File: src/hw/rtl/bgd_pkg.sv
// shared types, codes and constants for the button gesture detector
package bgd_pkg;

  localparam int unsigned NUM_BUTTONS = 5;
  localparam int unsigned BTN_IDX_W   = 3;
  localparam int unsigned CFG_W       = 24;

  // button positions in the level word, also the evaluation order
  localparam logic [BTN_IDX_W-1:0] BTN_CENTER = 3'd0;
  localparam logic [BTN_IDX_W-1:0] BTN_UP     = 3'd1;
  localparam logic [BTN_IDX_W-1:0] BTN_DOWN   = 3'd2;
  localparam logic [BTN_IDX_W-1:0] BTN_LEFT   = 3'd3;
  localparam logic [BTN_IDX_W-1:0] BTN_RIGHT  = 3'd4;

  localparam logic [CFG_W-1:0] LONG_PRESS_RESET   = 24'd800000;
  localparam logic [CFG_W-1:0] DOUBLE_CLICK_RESET = 24'd400000;

  typedef enum logic {
    CFG_LONG_PRESS   = 1'b0,
    CFG_DOUBLE_CLICK = 1'b1
  } cfg_reg_e;

  typedef enum logic [3:0] {
    EV_NONE          = 4'd0,
    EV_CENTER        = 4'd1,
    EV_CENTER_DOUBLE = 4'd2,
    EV_CENTER_LONG   = 4'd3,
    EV_UP            = 4'd4,
    EV_UP_LONG       = 4'd5,
    EV_DOWN          = 4'd6,
    EV_DOWN_LONG     = 4'd7,
    EV_LEFT          = 4'd8,
    EV_LEFT_LONG     = 4'd9,
    EV_RIGHT         = 4'd10,
    EV_RIGHT_LONG    = 4'd11
  } event_e;

  // per-button flags
  typedef struct packed {
    logic held;
    logic long_rep;
  } btn_flags_t;

  // what one button found on this poll
  typedef struct packed {
    logic long_ev;
    logic click_ev;
  } btn_ev_t;

  // event code of a plain button, centre is handled by the window logic
  function automatic event_e btn_code(input logic [BTN_IDX_W-1:0] idx, input logic is_long);
    event_e code;
    begin
      code = EV_NONE;
      unique case (idx)
        BTN_UP:    code = is_long ? EV_UP_LONG    : EV_UP;
        BTN_DOWN:  code = is_long ? EV_DOWN_LONG  : EV_DOWN;
        BTN_LEFT:  code = is_long ? EV_LEFT_LONG  : EV_LEFT;
        BTN_RIGHT: code = is_long ? EV_RIGHT_LONG : EV_RIGHT;
        default:   code = EV_NONE;
      endcase
      return code;
    end
  endfunction

endpackage

File: src/hw/rtl/bgd_button.sv
// press tracking, long-press and click detection for one button
module bgd_button #(
  parameter int unsigned TIME_BITS = 48
) (
  input  logic                         level_i,
  input  logic [TIME_BITS-1:0]         now_i,
  input  bgd_pkg::btn_flags_t          flags_i,
  input  logic [TIME_BITS-1:0]         start_i,
  input  logic [bgd_pkg::CFG_W-1:0]    long_press_us_i,
  output bgd_pkg::btn_flags_t          flags_o,
  output logic [TIME_BITS-1:0]         start_o,
  output bgd_pkg::btn_ev_t             ev_o
);

  logic                 pressed;
  logic [TIME_BITS-1:0] eff_start;
  logic                 eff_long_rep;
  logic [TIME_BITS-1:0] held_time;

  assign pressed = ~level_i;

  // a fresh press restarts the timer and clears the long flag
  assign eff_start    = flags_i.held ? start_i : now_i;
  assign eff_long_rep = flags_i.held & flags_i.long_rep;
  assign held_time    = now_i - eff_start;

  always_comb begin
    flags_o = flags_i;
    start_o = start_i;
    ev_o    = '0;
    if (pressed) begin
      ev_o.long_ev     = ~eff_long_rep &&
                         (held_time >= TIME_BITS'(long_press_us_i));
      flags_o.held     = 1'b1;
      flags_o.long_rep = eff_long_rep | ev_o.long_ev;
      start_o          = eff_start;
    end else begin
      flags_o.held  = 1'b0;
      ev_o.click_ev = flags_i.held & ~flags_i.long_rep;
    end
  end

endmodule

File: src/hw/rtl/bgd_window.sv
// double-click window for the centre button
module bgd_window #(
  parameter int unsigned TIME_BITS = 48
) (
  input  logic [TIME_BITS-1:0]      now_i,
  input  bgd_pkg::btn_ev_t          center_ev_i,
  input  logic                      awaiting_i,
  input  logic [TIME_BITS-1:0]      first_click_i,
  input  logic [bgd_pkg::CFG_W-1:0] double_click_us_i,
  output logic                      awaiting_o,
  output logic [TIME_BITS-1:0]      first_click_o,
  output bgd_pkg::event_e           code_o
);

  logic [TIME_BITS-1:0] since_click;
  logic                 in_window;

  assign since_click = now_i - first_click_i;
  assign in_window   = since_click <= TIME_BITS'(double_click_us_i);

  always_comb begin
    awaiting_o    = awaiting_i;
    first_click_o = first_click_i;
    code_o        = bgd_pkg::EV_NONE;
    if (center_ev_i.long_ev) begin
      awaiting_o = 1'b0;
      code_o     = bgd_pkg::EV_CENTER_LONG;
    end else if (center_ev_i.click_ev) begin
      if (!awaiting_i) begin
        awaiting_o    = 1'b1;
        first_click_o = now_i;
      end else if (in_window) begin
        awaiting_o = 1'b0;
        code_o     = bgd_pkg::EV_CENTER_DOUBLE;
      end else begin
        // late second click restarts the window
        first_click_o = now_i;
      end
    end else if (awaiting_i && !in_window) begin
      awaiting_o = 1'b0;
      code_o     = bgd_pkg::EV_CENTER;
    end
  end

endmodule

File: src/hw/rtl/button_gesture_detector.sv
// top level of the button gesture detector: poll register, decision logic, event register
//
// usage
//   input channel (in_valid_i / in_ready_o) takes one poll word: a microsecond
//   timestamp and the active-low levels of centre, up, down, left and right.
//   output channel (out_valid_o / out_ready_i) gives one event code per poll,
//   in poll order, 0 when nothing happened.
//   config port: cfg_we_i writes cfg_wdata_i to register cfg_addr_i at once
//   (0 long-press time, 1 double-click window); write only while idle.
// flow
//   an accepted poll is held in the poll register and its event is then loaded
//   into the event register; one poll per cycle is sustained while the receiver
//   takes each event. The evaluation of all five buttons, the timer compares and
//   the priority pick are combinational, between the poll and event registers.
// stalls
//   while the event register is full and the receiver holds off, one more
//   poll is taken into the poll register and then in_ready_o drops; nothing
//   is lost or repeated.
// reset
//   rst_ni clears all button state, the window, both stages and loads the
//   default long-press (800 ms) and double-click (400 ms) times.
module button_gesture_detector #(
  parameter int unsigned TIME_BITS = 48
) (
  input  logic        clk_i,
  input  logic        rst_ni,
  // poll channel
  input  logic        in_valid_i,
  output logic        in_ready_o,
  input  logic [47:0] now_us_i,
  input  logic        center_level_i,
  input  logic        up_level_i,
  input  logic        down_level_i,
  input  logic        left_level_i,
  input  logic        right_level_i,
  // event channel
  output logic        out_valid_o,
  input  logic        out_ready_i,
  output logic [3:0]  event_code_o,
  // configuration
  input  logic                      cfg_we_i,
  input  logic                      cfg_addr_i,
  input  logic [bgd_pkg::CFG_W-1:0] cfg_wdata_i
);

  localparam int unsigned NB = bgd_pkg::NUM_BUTTONS;

  // configuration registers
  logic [bgd_pkg::CFG_W-1:0] long_press_q;
  logic [bgd_pkg::CFG_W-1:0] double_click_q;

  // poll register
  logic                 in_valid_q;
  logic [TIME_BITS-1:0] now_q;
  logic [NB-1:0]        levels_q;

  // event register
  logic             out_valid_q;
  bgd_pkg::event_e  event_q;

  // gesture state
  bgd_pkg::btn_flags_t  flags_q [NB];
  logic [TIME_BITS-1:0] start_q [NB];
  logic                 awaiting_q;
  logic [TIME_BITS-1:0] first_click_q;

  // per-button proposals
  bgd_pkg::btn_flags_t  flags_d [NB];
  logic [TIME_BITS-1:0] start_d [NB];
  bgd_pkg::btn_ev_t     btn_ev  [NB];
  logic                 awaiting_d;
  logic [TIME_BITS-1:0] first_click_d;
  bgd_pkg::event_e      center_code;

  logic            advance;
  logic            in_fire;
  logic [NB-1:0]   reach;
  logic [NB-1:0]   hit;
  bgd_pkg::event_e event_d;

  // the poll moves on when the event register is free or being emptied
  assign advance    = in_valid_q && (!out_valid_q || out_ready_i);
  assign in_ready_o = !in_valid_q || advance;
  assign in_fire    = in_valid_i && in_ready_o;

  assign out_valid_o  = out_valid_q;
  assign event_code_o = event_q;

  for (genvar g = 0; g < NB; g++) begin : g_btn
    bgd_button #(
      .TIME_BITS(TIME_BITS)
    ) u_button (
      .level_i        (levels_q[g]),
      .now_i          (now_q),
      .flags_i        (flags_q[g]),
      .start_i        (start_q[g]),
      .long_press_us_i(long_press_q),
      .flags_o        (flags_d[g]),
      .start_o        (start_d[g]),
      .ev_o           (btn_ev[g])
    );
  end

  bgd_window #(
    .TIME_BITS(TIME_BITS)
  ) u_window (
    .now_i            (now_q),
    .center_ev_i      (btn_ev[bgd_pkg::BTN_CENTER]),
    .awaiting_i       (awaiting_q),
    .first_click_i    (first_click_q),
    .double_click_us_i(double_click_q),
    .awaiting_o       (awaiting_d),
    .first_click_o    (first_click_d),
    .code_o           (center_code)
  );

  // fixed priority: the first button with an event ends the poll, later
  // buttons keep their state untouched
  always_comb begin
    reach   = '0;
    hit     = '0;
    event_d = center_code;
    reach[0] = 1'b1;
    hit[0]   = center_code != bgd_pkg::EV_NONE;
    for (int i = 1; i < NB; i++) begin
      reach[i] = reach[i-1] & ~hit[i-1];
      hit[i]   = reach[i] & (btn_ev[i].long_ev | btn_ev[i].click_ev);
      if (hit[i]) begin
        event_d = bgd_pkg::btn_code(bgd_pkg::BTN_IDX_W'(i), btn_ev[i].long_ev);
      end
    end
  end

  // configuration writes
  always_ff @(posedge clk_i or negedge rst_ni) begin
    if (!rst_ni) begin
      long_press_q   <= bgd_pkg::LONG_PRESS_RESET;
      double_click_q <= bgd_pkg::DOUBLE_CLICK_RESET;
    end else if (cfg_we_i) begin
      unique case (bgd_pkg::cfg_reg_e'(cfg_addr_i))
        bgd_pkg::CFG_LONG_PRESS:   long_press_q   <= cfg_wdata_i;
        bgd_pkg::CFG_DOUBLE_CLICK: double_click_q <= cfg_wdata_i;
        default: ;
      endcase
    end
  end

  // poll register
  always_ff @(posedge clk_i or negedge rst_ni) begin
    if (!rst_ni) begin
      in_valid_q <= 1'b0;
    end else if (in_fire) begin
      in_valid_q <= 1'b1;
    end else if (advance) begin
      in_valid_q <= 1'b0;
    end
  end

  always_ff @(posedge clk_i) begin
    if (in_fire) begin
      now_q    <= TIME_BITS'(now_us_i);
      levels_q <= {right_level_i, left_level_i, down_level_i, up_level_i, center_level_i};
    end
  end

  // event register
  always_ff @(posedge clk_i or negedge rst_ni) begin
    if (!rst_ni) begin
      out_valid_q <= 1'b0;
    end else if (advance) begin
      out_valid_q <= 1'b1;
    end else if (out_ready_i) begin
      out_valid_q <= 1'b0;
    end
  end

  always_ff @(posedge clk_i) begin
    if (advance) begin
      event_q <= event_d;
    end
  end

  // gesture state, committed as the poll moves on
  always_ff @(posedge clk_i or negedge rst_ni) begin
    if (!rst_ni) begin
      for (int i = 0; i < NB; i++) begin
        flags_q[i] <= '0;
        start_q[i] <= '0;
      end
      awaiting_q    <= 1'b0;
      first_click_q <= '0;
    end else if (advance) begin
      for (int i = 0; i < NB; i++) begin
        if (reach[i]) begin
          flags_q[i] <= flags_d[i];
          start_q[i] <= start_d[i];
        end
      end
      awaiting_q    <= awaiting_d;
      first_click_q <= first_click_d;
    end
  end

  // at most one button reports per poll
  a_single_source: assert property (@(posedge clk_i) disable iff (!rst_ni)
    advance |-> $onehot0(hit))
    else $error("more than one button reported in one poll");

  // any centre event leaves no click pending
  a_center_clears_window: assert property (@(posedge clk_i) disable iff (!rst_ni)
    advance && (event_d == bgd_pkg::EV_CENTER || event_d == bgd_pkg::EV_CENTER_DOUBLE ||
                event_d == bgd_pkg::EV_CENTER_LONG) |=> !awaiting_q)
    else $error("centre event left the double-click window open");

  // state only moves with a poll
  a_state_holds: assert property (@(posedge clk_i) disable iff (!rst_ni)
    !advance |=> $stable(awaiting_q) && $stable(first_click_q))
    else $error("window state changed without a poll");

  // a held poll is not dropped while the receiver stalls
  a_poll_kept: assert property (@(posedge clk_i) disable iff (!rst_ni)
    in_valid_q && out_valid_q && !out_ready_i |=> in_valid_q && $stable(now_q))
    else $error("pending poll lost during output stall");

  // a button after the reporting one is left as it was
  a_skip_later: assert property (@(posedge clk_i) disable iff (!rst_ni)
    advance && !reach[NB-1] |=> $stable(flags_q[NB-1]))
    else $error("unevaluated button state changed");

endmodule
File: config.mk
export PLATFORM = sky130hd
export DESIGN_NAME = button_gesture_detector
export DESIGN_NICKNAME = d
export VERILOG_FILES = /design/src/hw/rtl/bgd_pkg.sv /design/src/hw/rtl/bgd_button.sv /design/src/hw/rtl/bgd_window.sv /design/src/hw/rtl/button_gesture_detector.sv
export SDC_FILE = /design/constraint.sdc
export NUM_CORES = 2
export LEC_CHECK = 0
export BUFFER_PORTS_ARGS = -buffer_cell sky130_fd_sc_hd__buf_2
export CORE_MARGIN = 2
export CORE_UTILIZATION = 62
export CTS_BUF_LIST = sky130_fd_sc_hd__clkbuf_8 sky130_fd_sc_hd__clkbuf_16
export DETAILED_ROUTE_END_ITERATION = 16
export GPL_ROUTABILITY_DRIVEN = 0
export PLACE_DENSITY = 0.9
export SLEW_MARGIN = 10
export SYNTH_ARGS = -nofsm -noshare
export SYNTH_HDL_FRONTEND = slang
export SYNTH_SLANG_ARGS = --single-unit
File: constraint.sdc
create_clock -name clk_i -period 7.9 [get_ports clk_i]
set_input_delay 1.58 -clock clk_i [delete_from_list [all_inputs] [get_ports clk_i]]
set_output_delay 1.58 -clock clk_i [all_outputs]
set_load 0.02 [all_outputs]
==> summary.md <==
| Metric | Value |
|---|---|
| Reg2reg path depth | `26` |
| Crit Path Max Fanout | `25` |
| Multi-input gate area | `27,510 um^2` |
| IO Port Bufs | `just under 90` |
| Crit start category | `flop` |
| Worst R2R Setup Slack | `0.19 ns` |
| Reg-to-Reg End | `start_q[48]` |
| # clock sinks | `406` |
| Area Overhead vs Synth | `7.369%` |
| Die W | `258.5 um` |
| Worst r2r src | `flags_q[9]` |
| Yosys cell types | `99` |
| Share of cells above drive strength 1 | `0.07402` |
| Arrival time at the worst endpoint | `approximately 8.2 ns` |
| IO Count | `89` |
| Initial DRC Count | `5,590` |
| Die Span Y | `258.5 um` |
| Ys async rst share | `0.8596` |
| Gr ovfl total | `0` |
| Hold path start | `in_valid_q` |
| Fraction of the yosys area taken by sequential cells | `0.2605` |
| Initial Utilization | `0.6251` |
| H-Tree Depth | `2` |
| Mapped Cells | `4,834` |
| Crit path kind | `flop to flop` |
| # DRC | `0` |
| HPWL Detailed | `97,870 um` |
| Req. time, crit path | `8.38 ns` |
| Routed Antenna Nets | `0` |
| Worst min path class | `flop to flop` |
| Post-synth top area cell | `dfrtp_1` |
| Storage cell area | `around 10,000 um^2` |
| Synth area leaders | `dfrtp_1 (21%), ha_1 (13%), mux2i_1 (11%)` |
| CTS buffer count | `47` |
| CTS tree | `done` |
| Most frequent cell after synthesis | `a21oi_1` |
| Syn Area/Cell | `8.306 um^2` |
| # rows | `between 90 and 100` |
| Final WL | `134,700 um` |
| Max Clk Rate | `0.1297 GHz` |
| Final cell count without fillers | `around 5,700` |
| Number of synthesized flops with an enable pin | `57` |
| Vias in the first global route | `38,241` |
| Syn. warnings | `0` |
| Slew headroom | `0.1219` |
| Fin crit share | `0.9759` |
| Worst-skew pair later-pin latency | `0.65 ns` |
| Commonest cells in the netlist | `a21oi_1 (453), nand2_1 (443), mux2i_1 (442)` |
| MaxCap Viol Count | `0` |
| Period minus WS final | `7.710 ns` |
| Worst setup path endpoint | `start_q[48]` |
| Pre-Repair DR Iteration Count | `9` |
| Peak supply drop | `269.5 uV` |
| Via count | `40,137` |
| Total die area | `66,810 um^2` |
| Tightest Pin Transition | `roughly 1.3 ns` |
| Final setup fails | `0` |
| Fill cells | `4,926` |
| Critical Path Sink Type | `flop` |
| Post-synth top area share | `0.2100` |
| Antenna violations before repair | `4` |
| Leakage | `18.92 nW` |
| Crit path from | `flags_q[9]` |
| Routed WL per cell | `23.48 um` |
| Final slew viol count | `0` |
| Synthesis-stage register bit count | `approximately 410` |
| Placed cells | `5,642` |
| Longest Clk Path Bufs | `3` |
| Largest net degree at the start of global routing | `~150` |
| Clock root buffer | `clkbuf_16` |
| Synth Flop Type | `dfrtp_1` |
| Synth Net Count | `5,350` |
| Final hold viol count | `0` |
| Total GRT Usage | `0.3917` |
| Status | `finished clean` |
| Worst-path clk slew | `0.07 ns` |
| CTS Hold Bufs | `0` |
| Final hold slack | `0.5037 ns` |
| Synth Cell Area | `40,150 um^2` |
| Core area | `about 64,000 um^2` |
| Final #Nets | `5,355` |
| Vias/cell | `6.997` |
| First-pass GRT wire length | `207,900 um` |
| Pwr per Cell Area | `397.1 nW/um^2` |
| Skew final | `roughly 0.055 ns` |
-- cells in the final DEF (no fill, tap or decap), types with 16 or more instances in the layout --
| master | instances |
|---|---|
| xnor2_1 | 94 |
| o21a_1 | 63 |
| mux2_2 | 35 |
| nand2_1 | 443 |
| nand2b_1 | 39 |
| edfxtp_1 | 57 |
| o2111ai_1 | 26 |
| o31ai_1 | 20 |
| o21ai_0 | 305 |
| a21boi_0 | 18 |
| nor2_1 | 296 |
| or4_1 | 19 |
| and4_1 | 17 |
| dfrtp_1 | 332 |
| a31oi_1 | 30 |
| clkbuf_16 | 49 |
| xor2_1 | 83 |
| buf_2 | 87 |
| o21bai_1 | 34 |
| nand3_1 | 78 |
| inv_1 | 364 |
| o211ai_1 | 56 |
| nor3_1 | 97 |
| nand4_1 | 136 |
| nor2b_1 | 29 |
| o22ai_1 | 16 |
| a211oi_1 | 49 |
| a21o_1 | 109 |
| a2111oi_0 | 24 |
| mux2i_1 | 442 |
| nor4_1 | 37 |
| ha_1 | 427 |
| and3_1 | 39 |
| a21oi_1 | 453 |
| or3_1 | 36 |
| and2_1 | 33 |
| buf_4 | 74 |
-- cell families (layout without fill, tap and decap cells) --
family                   after synthesis  count (layout)  share of synthesized area
buffers and inverters                572             615                    0.05584
flip-flops                           406             406                     0.2605
AND/OR/NAND/NOR                     1363            1363                     0.1656
multiplexers                         484             484                     0.1220
XOR/XNOR                             177             177                    0.03861
adder cells (fa/ha/maj)              433             433                     0.1360
other                                  0               4                          0
AO/OA/AOI/OAI                       1399            1399                     0.2215
-- how the worst min path moves through the flow --
stage	cells after the start	slack [ns]	to
after CTS	1	0.50	start_q[48]
after detailed placement	1	0.48	start_q[144]
after global placement	1	0.47	start_q[96]
after global routing	1	0.52	start_q[144]
final	1	0.50	out_valid_o
after floorplan	1	0.46	out_valid_o
-- where the power goes --
part | switching, mW | internal, mW
clock | 0.996 | 1.26
sequential | 0.531 | 2.89
combinational | 7.05 | 4.40
-- worst max-delay path: stages, from the launching register on --
cell	delay [ns]
dfrtp_2	0.58
o21ai_0	0.37
ha_1	0.25
inv_1	0.08
fa_1	0.43
a21o_1	0.21
a221oi_1	0.61
nor4_1	0.23
nor4_1	0.52
nor2_1	0.10
nor2_1	0.15
xnor2_1	0.15
ha_1	0.27
a21o_1	0.20
a21o_1	0.18
a211oi_1	0.25
o211ai_1	0.13
a211oi_1	0.22
nand4_1	0.13
or4_1	0.48
nor4_1	0.29
nand4_1	0.24
nand2_1	0.20
nand3_4	0.26
nor3_4	0.31
clkbuf_16	0.33
mux2_1	0.35
-- flip-flops by register name, summed over array words and instances, names as in the netlist --
name            count
flags_q            10
awaiting_q          1
double_click_q     24
long_press_q       24
now_q              48
event_code_o        4
in_valid_q          1
out_valid_o         1
start_q           240
first_click_q      48
levels_q            5
-- layer usage --
layer / global-route usage / wire length, um
met3: 0.1196 / 17000
met4: 0.3022 / 12580
met5: 0 / 11
met2: 0.5929 / 56660
met1: 0.4661 / 48440
-- what timing repair did --
item	4_1_cts	5_1_grt
resized for setup	0	6
setup endpoints to repair	0	178
setup buffers	0	2
-- area by class of cell --
cell class | count | share of cell area
antenna | 4 | 0.0002322
clock buffer | 50 | 0.02850
tap | 855 | 0.02481
multi-input combinational | 3856 | 0.6380
timing repair buffer | 170 | 0.02696
clock inverter | 37 | 0.007517
inverter | 358 | 0.03117
sequential | 406 | 0.2428
-- metrics by stage --
step | area (um^2) | TNS, ns | worst slack [ns] | power [mW] | util
after floorplan | 40150 | 0 | 1.164 | 11.62 | -
after global placement | 41490 | 0 | 0.6598 | 13.74 | 0.6460
after detailed placement | 41490 | 0 | 0.2655 | 14.22 | 0.6460
after CTS | 43050 | 0 | 0.1529 | 16.64 | 0.6702
after global routing | 43110 | -0.01419 | -0.007332 | 18.28 | 0.6711
final | 43110 | 0 | 0.1902 | 17.12 | 0.6712
No activity file was read; power rests on OpenSTA's default activity.
